--- config.mk ---
export PLATFORM = sky130hd
export DESIGN_NAME = random_walk_crossfader_unit
export DESIGN_NICKNAME = d
export VERILOG_FILES = /design/src/rtl/rwcf_pkg.sv /design/src/rtl/rwcf_mix.sv /design/src/rtl/rwcf_ramp.sv /design/src/rtl/random_walk_crossfader_unit.sv
export SDC_FILE = /design/constraint.sdc
export NUM_CORES = 1
export LEC_CHECK = 0
export ABC_AREA = 1
export BUFFER_PORTS_ARGS = -buffer_cell sky130_fd_sc_hd__buf_2
export CAP_MARGIN = 20
export CORE_ASPECT_RATIO = 1.1
export CORE_MARGIN = 2
export CORE_UTILIZATION = 30
export DETAILED_ROUTE_END_ITERATION = 10
export GPL_ROUTABILITY_DRIVEN = 1
export PLACE_DENSITY = 0.57
export SLEW_MARGIN = 20
export SYNTH_ARGS = -nofsm -noshare
export SYNTH_HDL_FRONTEND = slang
export SYNTH_SLANG_ARGS = --single-unit
--- constraint.sdc ---
create_clock -name clk -period 18.5 [get_ports clk]
set_input_delay 2.775 -clock clk [delete_from_list [all_inputs] [get_ports clk]]
set_output_delay 2.775 -clock clk [all_outputs]
set_load 0.005 [all_outputs]
--- src/rtl/rwcf_pkg.sv ---
// Shared types, constants and helpers for the random-walk crossfader.
// No dependencies; imported by rwcf_mix, rwcf_ramp and the top level.
`default_nettype none

package rwcf_pkg;

	// Sample and fixed-point format
	localparam int SAMPLE_BITS = 16;
	localparam int FRAC_BITS   = 15;

	// Field widths fixed by the interface
	localparam int WEIGHT_W = 17;
	localparam int ALPHA_W  = 16;
	localparam int TICK_W   = 8;
	localparam int LFSR_W   = 16;
	localparam int PHASE_W  = 2;
	localparam int CFG_IDX_W  = 3;
	localparam int CFG_DATA_W = 16;

	// Mix datapath widths
	localparam int DIFF_W = SAMPLE_BITS + 1;
	localparam int PROD_W = DIFF_W + WEIGHT_W;
	localparam int Q_W    = PROD_W - FRAC_BITS;
	localparam int SUM_W  = Q_W + 1;

	// Target and compare widths
	localparam int TGT_W = FRAC_BITS;
	localparam int CMP_W = (TGT_W + 1 > WEIGHT_W) ? TGT_W + 1 : WEIGHT_W;

	// Reset values
	localparam logic [ALPHA_W-1:0]  START_ALPHA_RST = ALPHA_W'(19661);
	localparam logic [TICK_W-1:0]   TRANS_TICKS_RST = TICK_W'(3);
	localparam logic [TICK_W-1:0]   INCR_TICKS_RST  = TICK_W'(1);
	localparam logic [ALPHA_W-1:0]  STEP_SIZE_RST   = ALPHA_W'(983);
	localparam logic [LFSR_W-1:0]   LFSR_SEED_RST   = LFSR_W'(44257);
	localparam logic [LFSR_W-1:0]   LFSR_TAPS       = LFSR_W'(16'hB400);

	// Register indexes
	typedef enum logic [CFG_IDX_W-1:0] {
		CFG_START_ALPHA = 3'd0,
		CFG_TRANS_TICKS = 3'd1,
		CFG_INCR_TICKS  = 3'd2,
		CFG_STEP_SIZE   = 3'd3,
		CFG_LFSR_SEED   = 3'd4
	} cfg_idx_t;

	// Ramp phases, one-hot
	typedef enum logic [3:0] {
		PH_WAIT = 4'b0001,
		PH_FALL = 4'b0010,
		PH_RISE = 4'b0100,
		PH_DROP = 4'b1000
	} phase_t;

	// Output phase codes
	localparam logic [PHASE_W-1:0] CODE_WAIT = 2'd0;
	localparam logic [PHASE_W-1:0] CODE_FALL = 2'd1;
	localparam logic [PHASE_W-1:0] CODE_RISE = 2'd2;
	localparam logic [PHASE_W-1:0] CODE_DROP = 2'd3;

	// Ramp timing configuration
	typedef struct packed {
		logic [TICK_W-1:0]  transition_ticks;
		logic [TICK_W-1:0]  increment_ticks;
		logic [ALPHA_W-1:0] step_size;
	} rwcf_cfg_t;

	// State loads caused by register writes
	typedef struct packed {
		logic                  weight_ld;
		logic                  lfsr_ld;
		logic [CFG_DATA_W-1:0] data;
	} rwcf_load_t;

	function automatic logic [PHASE_W-1:0] phase_code(input phase_t ph);
		logic [PHASE_W-1:0] code;
		unique case (ph)
			PH_WAIT: code = CODE_WAIT;
			PH_FALL: code = CODE_FALL;
			PH_RISE: code = CODE_RISE;
			PH_DROP: code = CODE_DROP;
			default: code = CODE_WAIT;
		endcase
		return code;
	endfunction

endpackage

`default_nettype wire

--- src/rtl/rwcf_mix.sv ---
// Crossfade datapath: a + round((b - a) * weight), saturated to sample width.
// Depends on rwcf_pkg.
`default_nettype none

module rwcf_mix
	import rwcf_pkg::*;
(
	input  wire logic signed [SAMPLE_BITS-1:0] sample_a,
	input  wire logic signed [SAMPLE_BITS-1:0] sample_b,
	input  wire logic signed [WEIGHT_W-1:0]    weight,
	output logic signed [SAMPLE_BITS-1:0]      mixed
);

	localparam logic signed [PROD_W-1:0] ROUND_C = PROD_W'(2 ** (FRAC_BITS - 1));
	localparam logic signed [SUM_W-1:0]  SAT_HI  = SUM_W'(2 ** (SAMPLE_BITS - 1) - 1);
	localparam logic signed [SUM_W-1:0]  SAT_LO  = -SAT_HI - SUM_W'(1);

	logic signed [DIFF_W-1:0] diff;
	logic signed [PROD_W-1:0] prod;
	logic signed [PROD_W-1:0] prod_rnd;
	logic signed [Q_W-1:0]    quot;
	logic signed [SUM_W-1:0]  sum;

	always_comb begin
		diff     = DIFF_W'(sample_b) - DIFF_W'(sample_a);
		prod     = PROD_W'(diff) * PROD_W'(weight);
		prod_rnd = prod + ROUND_C;
		// floor shift: drop the fraction bits of a two's complement value
		quot     = signed'(prod_rnd[PROD_W-1:FRAC_BITS]);
		sum      = SUM_W'(sample_a) + SUM_W'(quot);
		if (sum > SAT_HI) begin
			mixed = SAT_HI[SAMPLE_BITS-1:0];
		end else if (sum < SAT_LO) begin
			mixed = SAT_LO[SAMPLE_BITS-1:0];
		end else begin
			mixed = sum[SAMPLE_BITS-1:0];
		end
	end

endmodule

`default_nettype wire

--- src/rtl/rwcf_ramp.sv ---
// Mix weight ramp controller: tick counter, phase FSM, LFSR target draw.
// Depends on rwcf_pkg.
`default_nettype none

module rwcf_ramp
	import rwcf_pkg::*;
(
	input  wire logic                       clk,
	input  wire logic                       arst_n,
	input  wire rwcf_cfg_t                  cfg,
	input  wire rwcf_load_t                 load,
	input  wire logic                       tick,      // item in hand is a tick
	input  wire logic                       commit,    // item in hand moves on
	output logic signed [WEIGHT_W-1:0]      weight_cur,
	output logic signed [WEIGHT_W-1:0]      weight_post,
	output logic [PHASE_W-1:0]              phase_post
);

	localparam logic signed [WEIGHT_W+1-1:0] W_MAX = (WEIGHT_W + 1)'(2 ** (WEIGHT_W - 1) - 1);
	localparam logic signed [WEIGHT_W+1-1:0] W_MIN = -W_MAX - (WEIGHT_W + 1)'(1);

	logic signed [WEIGHT_W-1:0] weight_q, weight_n;
	phase_t                     phase_q, phase_n;
	logic [TICK_W-1:0]          cnt_q, cnt_n, cnt_inc, len_raw, len_eff;
	logic [TGT_W-1:0]           tgt_q, tgt_n, tgt_draw;
	logic [LFSR_W-1:0]          lfsr_q, lfsr_n, lfsr_draw;
	logic [LFSR_W+FRAC_BITS-1:0] tgt_wide;
	logic signed [WEIGHT_W:0]   sum_up, sum_dn;
	logic signed [WEIGHT_W-1:0] w_up, w_dn;
	logic signed [CMP_W-1:0]    w_cmp, tq_cmp, td_cmp;

	always_comb begin
		// saturating steps
		sum_up = (WEIGHT_W + 1)'(weight_q) + signed'((WEIGHT_W + 1)'(cfg.step_size));
		sum_dn = (WEIGHT_W + 1)'(weight_q) - signed'((WEIGHT_W + 1)'(cfg.step_size));
		w_up   = (sum_up > W_MAX) ? W_MAX[WEIGHT_W-1:0] : sum_up[WEIGHT_W-1:0];
		w_dn   = (sum_dn < W_MIN) ? W_MIN[WEIGHT_W-1:0] : sum_dn[WEIGHT_W-1:0];

		// Galois LFSR advance and scaled target
		lfsr_draw = (lfsr_q >> 1) ^ (lfsr_q[0] ? LFSR_TAPS : '0);
		tgt_wide  = {lfsr_draw, FRAC_BITS'(0)};
		tgt_draw  = tgt_wide[LFSR_W+FRAC_BITS-1:LFSR_W];

		w_cmp  = CMP_W'(weight_q);
		tq_cmp = signed'(CMP_W'(tgt_q));
		td_cmp = signed'(CMP_W'(tgt_draw));

		len_raw = (phase_q == PH_WAIT) ? cfg.transition_ticks : cfg.increment_ticks;
		len_eff = (len_raw == '0) ? TICK_W'(1) : len_raw;
		cnt_inc = cnt_q + TICK_W'(1);

		weight_n = weight_q;
		phase_n  = phase_q;
		cnt_n    = cnt_q;
		tgt_n    = tgt_q;
		lfsr_n   = lfsr_q;

		if (tick) begin
			if (cnt_inc < len_eff) begin
				cnt_n = cnt_inc;
			end else begin
				cnt_n = '0;
				unique case (phase_q)
					PH_WAIT, PH_FALL: begin
						if (weight_q > 0) begin
							weight_n = w_dn;
							phase_n  = PH_FALL;
						end else begin
							lfsr_n = lfsr_draw;
							tgt_n  = tgt_draw;
							if (td_cmp > w_cmp) begin
								weight_n = w_up;
								phase_n  = PH_RISE;
							end else if (td_cmp < w_cmp) begin
								weight_n = w_dn;
								phase_n  = PH_DROP;
							end else begin
								phase_n = PH_WAIT;
							end
						end
					end
					PH_RISE: begin
						if (tq_cmp > w_cmp) weight_n = w_up;
						else phase_n = PH_WAIT;
					end
					PH_DROP: begin
						if (tq_cmp < w_cmp) weight_n = w_dn;
						else phase_n = PH_WAIT;
					end
					default: phase_n = PH_WAIT;
				endcase
			end
		end
	end

	always_ff @(posedge clk or negedge arst_n) begin
		if (!arst_n) begin
			weight_q <= signed'(WEIGHT_W'(START_ALPHA_RST));
			phase_q  <= PH_WAIT;
			cnt_q    <= '0;
			tgt_q    <= '0;
			lfsr_q   <= LFSR_SEED_RST;
		end else begin
			if (load.weight_ld) begin
				weight_q <= signed'(WEIGHT_W'(load.data[ALPHA_W-1:0]));
			end else if (commit) begin
				weight_q <= weight_n;
			end
			if (load.lfsr_ld) begin
				lfsr_q <= (load.data[LFSR_W-1:0] == '0) ? LFSR_W'(1) : load.data[LFSR_W-1:0];
			end else if (commit) begin
				lfsr_q <= lfsr_n;
			end
			if (commit) begin
				phase_q <= phase_n;
				cnt_q   <= cnt_n;
				tgt_q   <= tgt_n;
			end
		end
	end

	assign weight_cur  = weight_q;
	assign weight_post = weight_n;
	assign phase_post  = phase_code(phase_n);

endmodule

`default_nettype wire

--- src/rtl/random_walk_crossfader_unit.sv ---
// Random-walk crossfader top level: handshakes, register file, two stages.
// Input, then result register; throughput 1 item/cycle while out_ready is high.
// The rate is set by the single 17x17 mix multiply plus the ramp FSM update in stage 1.
// Reset (arst_n low, asynchronous): registers to defaults, weight = start_alpha,
// phase wait, tick count and target zero, LFSR = seed, both stages empty.
// Depends on rwcf_pkg, rwcf_mix and rwcf_ramp.
`default_nettype none

module random_walk_crossfader_unit
	import rwcf_pkg::*;
(
	input  wire logic                          clk,
	input  wire logic                          arst_n,
	// item input channel
	input  wire logic                          in_valid,
	output logic                               in_ready,
	input  wire logic                          action,
	input  wire logic signed [SAMPLE_BITS-1:0] sample_a,
	input  wire logic signed [SAMPLE_BITS-1:0] sample_b,
	// result channel
	output logic                               out_valid,
	input  wire logic                          out_ready,
	output logic signed [SAMPLE_BITS-1:0]      mixed,
	output logic signed [WEIGHT_W-1:0]         mix_weight,
	output logic [PHASE_W-1:0]                 ramp_phase,
	// register write channel
	input  wire logic                          cfg_valid,
	output logic                               cfg_ready,
	input  wire logic [CFG_IDX_W-1:0]          cfg_index,
	input  wire logic [CFG_DATA_W-1:0]         cfg_data
);

	// Stage 1: accepted item waiting for the mix and ramp update.
	logic                          valid_s1;
	logic                          action_s1;
	logic signed [SAMPLE_BITS-1:0] a_s1, b_s1;
	logic                          adv_s1;

	// Stage 2: result register feeding the output channel.
	logic                          valid_s2;
	logic signed [SAMPLE_BITS-1:0] mixed_s2;
	logic signed [WEIGHT_W-1:0]    weight_s2;
	logic [PHASE_W-1:0]            phase_s2;

	// Register file
	logic [TICK_W-1:0]  trans_ticks_q;
	logic [TICK_W-1:0]  incr_ticks_q;
	logic [ALPHA_W-1:0] step_size_q;
	logic               cfg_wr;
	rwcf_cfg_t          ramp_cfg;
	rwcf_load_t         ramp_load;

	logic signed [SAMPLE_BITS-1:0] mix_val;
	logic signed [WEIGHT_W-1:0]    weight_cur, weight_post;
	logic [PHASE_W-1:0]            phase_post;

	// Stage 1 moves on whenever the result register is empty or being drained;
	// a new transaction is taken in the same cycle, so a full pipe streams.
	assign adv_s1    = valid_s1 && (!valid_s2 || out_ready);
	assign in_ready  = !valid_s1 || adv_s1;
	assign cfg_ready = 1'b1;
	assign cfg_wr    = cfg_valid && cfg_ready;

	// Register writes. start_alpha and lfsr_seed only take effect by
	// reloading the ramp state, so they are not kept here.
	always_ff @(posedge clk or negedge arst_n) begin
		if (!arst_n) begin
			trans_ticks_q <= TRANS_TICKS_RST;
			incr_ticks_q  <= INCR_TICKS_RST;
			step_size_q   <= STEP_SIZE_RST;
		end else if (cfg_wr) begin
			unique case (cfg_index)
				CFG_TRANS_TICKS: trans_ticks_q <= cfg_data[TICK_W-1:0];
				CFG_INCR_TICKS:  incr_ticks_q  <= cfg_data[TICK_W-1:0];
				CFG_STEP_SIZE:   step_size_q   <= cfg_data[ALPHA_W-1:0];
				default: ;
			endcase
		end
	end

	always_comb begin
		ramp_cfg.transition_ticks = trans_ticks_q;
		ramp_cfg.increment_ticks  = incr_ticks_q;
		ramp_cfg.step_size        = step_size_q;
		ramp_load.weight_ld = cfg_wr && (cfg_index == CFG_START_ALPHA);
		ramp_load.lfsr_ld   = cfg_wr && (cfg_index == CFG_LFSR_SEED);
		ramp_load.data      = cfg_data;
	end

	// Input register
	always_ff @(posedge clk or negedge arst_n) begin
		if (!arst_n) begin
			valid_s1 <= 1'b0;
		end else if (in_ready) begin
			valid_s1 <= in_valid;
		end
	end

	always_ff @(posedge clk) begin
		if (in_valid && in_ready) begin
			action_s1 <= action;
			a_s1      <= sample_a;
			b_s1      <= sample_b;
		end
	end

	// Mix uses the weight as it stands before this item; sample items
	// leave the ramp state alone.
	rwcf_mix u_mix (
		.sample_a (a_s1),
		.sample_b (b_s1),
		.weight   (weight_cur),
		.mixed    (mix_val)
	);

	// Ramp state advances only when a tick transaction leaves stage 1.
	rwcf_ramp u_ramp (
		.clk         (clk),
		.arst_n      (arst_n),
		.cfg         (ramp_cfg),
		.load        (ramp_load),
		.tick        (action_s1),
		.commit      (adv_s1 && action_s1),
		.weight_cur  (weight_cur),
		.weight_post (weight_post),
		.phase_post  (phase_post)
	);

	// Result register
	always_ff @(posedge clk or negedge arst_n) begin
		if (!arst_n) begin
			valid_s2 <= 1'b0;
		end else if (!valid_s2 || out_ready) begin
			valid_s2 <= valid_s1;
		end
	end

	always_ff @(posedge clk) begin
		if (adv_s1) begin
			mixed_s2  <= action_s1 ? '0 : mix_val;
			weight_s2 <= weight_post;
			phase_s2  <= phase_post;
		end
	end

	assign out_valid  = valid_s2;
	assign mixed      = mixed_s2;
	assign mix_weight = weight_s2;
	assign ramp_phase = phase_s2;

endmodule

`default_nettype wire

==> flow_summary.yaml, run 1 <==
run_status:
  status: "completed"
logic_synthesis:
  synth_nets: 3349
  synth_top_area_frac: 0.262
  yosysUniqueCellTypes: 55
  synthSimpleGateAreaFrac: 0.193
  synth-xor-area-share: 0.0363
  synth_top_family_by_area: "adder cells"
  ys_seq_area_frac: 0.198
  synth_flop_cell: "edfxtp_1"
  synthAdderAreaFrac: 0.367
  synth_compound_area_frac: 0.0903
  synth-seq-cells: 162
  synthTopCellsByArea: "fa_1 26%, ha_1 10%, inv_1 9.6%"
  synth_edf_count: 68
  yosys.area.top_type: "fa_1"
  ys_async_sr_fraction: 0.580
  postSynthAreaPerCell_um2: 7.97
  syn-cell-area_um2: 22400
  synthMuxAreaShare: 0.000447
  syn_inst: 2811
  yosysWarnings: 0
routing:
  num_vias: 18300
  detail-route-antenna-nets: 0
  drt_iter0_markers: 1112
  firstDrtPassIters: 7
  viasPerCell: 4.76
  route.detailed.drc: 0
  wl_per_cell_um: 17.4
  wirelength_um: 66800
setup_path:
  endpoint_kind: "flip-flop"
  r2r-start: "a_s1[0]"
  cp_top_family: "adder cells"
  cp.arrival_ns: 11.42
  rrSetupSlack_ns: 7.41
  cp_slowest_cell: "xor2_1"
  r2r_end: "mixed[4]"
  startpoint_type: "flip-flop"
  max_stage_delay_ns: 0.84
  critPathKind: "flip-flop to flip-flop"
  cp.buffers_inverters: 6
  r2r_cells: 42
  crit_required_ns: 18.83
  critPathMaxFanout: 15
  cp_num_cells: 42
cts:
  postCtsSetupBuffers: 0
  path_clk_slew_ns: 0.09
  ctsResizeCount: 0
  ctsHoldBuffers: 0
  clk_latency_ns: 0.50
  htree_levels: 4
  root_buffer: "clkbuf_16"
  numCtsBuffers: 17
  clockBufferDepth: 2
  cts_sinks: 162
  cts_tree: "yes"
sta:
  fin_crit_ns: 11.09
  skew_ns: 0.0211
  hold_viol: 0
  worst_pin_slew_ns: 1.18
  slew_violations: 0
  rsz0062_at_grt: "false"
  setup_violations: 0
  fmax_ghz: 0.0902
  slew_headroom: 0.214
  setup_tns_ns: 0
  period_share: 0.599
hold_path:
  hp-class: "flip-flop to flip-flop"
  worstHoldPathCells: 2
  hold_end: "trans_ticks_q[4]"
  holdCritStartpoint: "trans_ticks_q[4]"
grt:
  antenna_found_initial: 0
  grt-ovfl-total: 0
  grt_usage: 0.180
  grt_max_degree: 60
  grt_pass1_vias: 19000
  grt_first_pass_wirelength_um: 108000
cells_and_area:
  nFillCells: 7915
  nNetsFinal: 3399
  area_growth_pct: 9.23
  regArea_um2: 4430
  final_common_cell: "inv_1"
  drive_gt1_frac: 0.0692
  num_antenna_cells: 0
  multi_input_area_um2: 15400
  final_util: 0.330
  final_cell_mix: "573 x inv_1, 567 x nand2_1, 293 x fa_1"
job:
  drv_cap: 0
place:
  gp_congestion: 0.905
  hpwl_um: 54400
  numPortBuffers: 93
floorplanning:
  initial_core_util: 0.302
  coreArea_um2: 74200
  rows: 105
  die_x_um: 265
  pin_count: 95
  die_h_um: 291
  dieArea_um2: 76900
-- cells by family (layout without fill, tap and decap cells) --
family | count (synthesis) | after routing
buf+inv | 673 | 736
simple gates | 1048 | 1048
compound gates | 352 | 352
other cells | 1 | 1
mux | 1 | 1
fa+ha+maj | 481 | 481
xor+xnor | 93 | 93
flops | 162 | 162
-- how the worst max path moves through the flow --
| stage | from | to | slack (ns) |
|---|---|---|---|
| 2_1_floorplan | a_s1[0] | mixed[2] | 9.53 |
| 3_3_place_gp | a_s1[0] | mixed[3] | 7.69 |
| 3_5_place_dp | a_s1[0] | mixed[4] | 7.56 |
| 4_1_cts | a_s1[0] | mixed[4] | 7.50 |
| 5_1_grt | a_s1[0] | mixed[4] | 6.58 |
| 6_report | a_s1[0] | mixed[4] | 7.41 |
-- metal layers --
| layer | routed length [µm] | track usage |
|---|---|---|
| met5 | 0 | 0 |
| met2 | 32500 | 0.308 |
| met3 | 2950 | 0.0218 |
| met1 | 29100 | 0.235 |
| met4 | 2260 | 0.0651 |
-- final cells by class --
| class | count | area share |
|---|---|---|
| Inverter | 590 | 0.0904 |
| Clock buffer | 17 | 0.0174 |
| Clock inverter | 15 | 0.00782 |
| Multi-Input combinational cell | 1976 | 0.629 |
| Sequential cell | 162 | 0.181 |
| Tap cell | 963 | 0.0492 |
| Timing Repair Buffer | 114 | 0.0256 |
-- per-stage QoR --
step           instance area [µm²]  setup slack (ns)  cells  hold WS [ns]
2_1_floorplan                22400              9.53   2811         0.444
3_3_place_gp                 23900              7.69   3805         0.458
3_5_place_dp                 23900              7.56   3805         0.465
4_1_cts                      24500              7.50   3837         0.486
5_1_grt                      24500              6.58   3837         0.507
6_report                     24500              7.41   3837         0.480
-- registers in the layout (all words and copies together), names as in the netlist --
register and count:
u_ramp.phase_q 4, trans_ticks_q 8, u_ramp.cnt_q 8, incr_ticks_q 8
step_size_q 16, ramp_phase 2, u_ramp.lfsr_q 16, b_s1 16
u_ramp.tgt_q 15, mix_weight 17, valid_s1 1, u_ramp.weight_cur 17
action_s1 1, out_valid 1, mixed 16, a_s1 16
-- synth_stat cells, drive strengths merged, types with 32 or more instances --
cell / number
edfxtp: 68
o21ai: 101
a21oi: 140
inv: 579
fa: 293
nor2: 292
buf: 32
clkbuf: 51
ha: 188
xor2: 61
nand2: 573
nand3: 92
dfrtp: 66
xnor2: 32
-- worst reg2reg max path: cells and delay by family (launching register included) --
kind,cells,cell delay [ns]
adder cells (fa/ha/maj),10,4.36
AND/OR/NAND/NOR,17,2.90
AO/OA/AOI/OAI,7,1.60
XOR/XNOR,2,1.09
buffers and inverters,6,0.57
flip-flops,1,0.41
Power of run 1 is not shown: default switching activity piles up to over one toggle a cycle in this logic, so the estimate is an artifact.
==> run 2: changes to the inputs <==
ABC_AREA = 0   (was 1)
PLACE_DENSITY = 0.58   (was 0.57)
clock period = 9.7 ns   (was 18.5 ns; I/O delays follow)
==> flow_summary.yaml, run 2 <==
logic_synthesis:
  yosysWarnings: 0
  synth_edf_count: 68
  yosysUniqueCellTypes: 96
  synthTopCellsByArea: "fa_1 27%, ha_1 11%, edfxtp_1 9.4%"
  synth_commonest_cells: "412 x inv_1, 293 x fa_1, 257 x nand2_1"
  synth_nets: 2875
  postSynthAreaPerCell_um2: 9.28
  syn-cell-area_um2: 21700
  yosys.area.top_type: "fa_1"
  synth_top_area_frac: 0.270
  yosysMostFrequentCell: "inv_1"
  ys_seq_area_frac: 0.204
  synth-seq-cells: 162
  ys_async_sr_fraction: 0.580
  synth_flop_cell: "edfxtp_1"
  syn_inst: 2337
floorplanning:
  dieArea_um2: 74500
  die_h_um: 286
  pin_count: 95
  initial_core_util: 0.303
  rows: 103
  die_x_um: 260
  coreArea_um2: 71700
place:
  hpwl_um: 47500
  gp_congestion: 0.927
  numPortBuffers: 93
sta:
  worst_pin_slew_ns: 1.09
  skew_ns: 0.0229
  slew_headroom: 0.271
  holdWs_ns: 0.501
  fin_crit_ns: 10.06
  slew_violations: 0
  rsz0062_at_grt: "true"
  hold_viol: 0
  fmax_ghz: 0.0994
  setup_violations: 15
  period_share: 1.04
  setup_ws_ns: -0.365
routing:
  route.detailed.drc: 0
  wl_per_cell_um: 16.7
  drt_iter0_markers: 998
  detail-route-antenna-nets: 0
  wirelength_um: 59100
  firstDrtPassIters: 6
  num_vias: 16800
  viasPerCell: 4.75
cts:
  path_clk_slew_ns: 0.09
  numCtsBuffers: 17
  clk_latency_ns: 0.49
  ctsHoldBuffers: 0
  clockBufferDepth: 2
  root_buffer: "clkbuf_16"
  cts_tree: "yes"
  htree_levels: 4
  cts_sinks: 162
setup_path:
  cp.buffers_inverters: 6
  cp_slowest_cell: "or4_4"
  crit_required_ns: 9.93
  max_stage_delay_ns: 0.58
  cp_top_family: "adder cells"
  endpoint_kind: "flip-flop"
  critPathMaxFanout: 8
  r2r-start: "a_s1[1]"
  cp_common_cell: "fa_1"
  cp.arrival_ns: 10.30
  cp-startpoint: "a_s1[1]"
  critPathKind: "flip-flop to flip-flop"
  startpoint_type: "flip-flop"
cells_and_area:
  drive_gt1_frac: 0.203
  nNetsFinal: 3124
  final_cell_mix: "404 x inv_1, 288 x fa_1, 254 x nand2_1"
  area_growth_pct: 18.5
  final_common_cell: "inv_1"
grt:
  grt_first_pass_wirelength_um: 97100
  grt_pass1_vias: 17500
  antenna_found_initial: 1
  grt_usage: 0.166
  grt-ovfl-total: 0
  grt_max_degree: 68
job:
  drv_cap: 0
run_status:
  violations: "negative setup slack"
  status: "finished with violations"
hold_path:
  holdCritStartpoint: "u_ramp.lfsr_q[10]"
  hp-class: "flip-flop to flip-flop"
## run 2: cell types whose count changed in the layout (fill, tap and decap cells not counted), moves of 31 or more
cell      delta
nand2_1    -313
buf_4      +200
inv_1      -169
nor2_1     -158
and2_1     +132
nand3_1     -74
a21oi_1     -58
xor2_1      -35
mux2_2      +33
nand2b_1    +31
## run 2: final cells by class
| type | count | area, µm² |
|---|---|---|
| multi-input combinational | 1675 | 15700 |
| clock inverter | 15 | 199 |
| fill | 7404 | 45900 |
| tap | 945 | 1180 |
| inverter | 412 | 1550 |
| sequential | 162 | 4430 |
| clock buffer | 17 | 425 |
| antenna | 1 | 2.50 |
| timing repair buffer | 318 | 2200 |
## run 2: cells by family (layout without fill, tap and decap cells)
| group | count (synthesis) | count (layout) | synth area share |
|---|---|---|---|
| DFF | 162 | 162 | 0.204 |
| xor gates and xnor gates | 77 | 77 | 0.0311 |
| AOI/OAI and AO/OA | 370 | 370 | 0.117 |
| muxes | 41 | 41 | 0.0208 |
| buffers and inverters | 501 | 762 | 0.0890 |
| adders and majority gates | 483 | 483 | 0.380 |
| and+or+nand+nor | 702 | 703 | 0.158 |
| other | 1 | 2 | 0.000173 |
## run 2: what timing repair did
action | CTS | global route
buffers inserted | 21 | 9
endpoints found under the setup margin | 16 | 16
cloned | 1 | 0
resized for setup | 19 | 39
pin swaps | 19 | 26
## run 2: worst register-to-register path: cells and delay by family, from the launching register on
family	cells	cell delay, ns
and+or+nand+nor	13	2.53
adders and majority gates	9	3.76
DFF	1	0.41
buffers and inverters	6	0.55
xor gates and xnor gates	2	0.28
AOI/OAI and AO/OA	15	2.26
## run 2: metal layers
| metal | share of wire | vias up | wire length, µm | global-route usage |
|---|---|---|---|---|
| met2 | 0.50 | 320 | 29700 | 0.288 |
| li1 | - | 8055 | - | - |
| met1 | 0.44 | 8402 | 26200 | 0.220 |
| met5 | 0 | - | 0 | 0 |
| met4 | 0.016 | 0 | 948 | 0.0369 |
| met3 | 0.038 | 46 | 2250 | 0.0210 |
## run 2: final timing paths
| path | depth (start not counted) | slack [ns] | to |
|---|---|---|---|
| worst max-delay path | 45 | -0.36 | mixed[4] |
| worst min-delay path | 2 | 0.50 | u_ramp.tgt_q[8] |
| worst max register to register | 45 | -0.36 | mixed[4] |
| worst min register to register | 2 | 0.50 | u_ramp.tgt_q[8] |
| max in group asynchronous | 2 | 7.56 | step_size_q[15] |
| min in group asynchronous | 1 | 0.90 | step_size_q[3] |
## run 2: per-stage QoR
step                 util  cell area [µm²]  instances  TNS (ns)  worst slack (ns)
global placement    0.344            24600       3482     -7.22            -0.514
global route        0.359            25700       3545    -12.72            -0.886
CTS                 0.356            25500       3535     -5.36            -0.396
detailed placement  0.344            24600       3482     -8.68            -0.623
finish              0.359            25700       3545     -5.24            -0.365
floorplan               -            21900       2337     -1.40            -0.138
Power of run 2 is left out for the same reason.
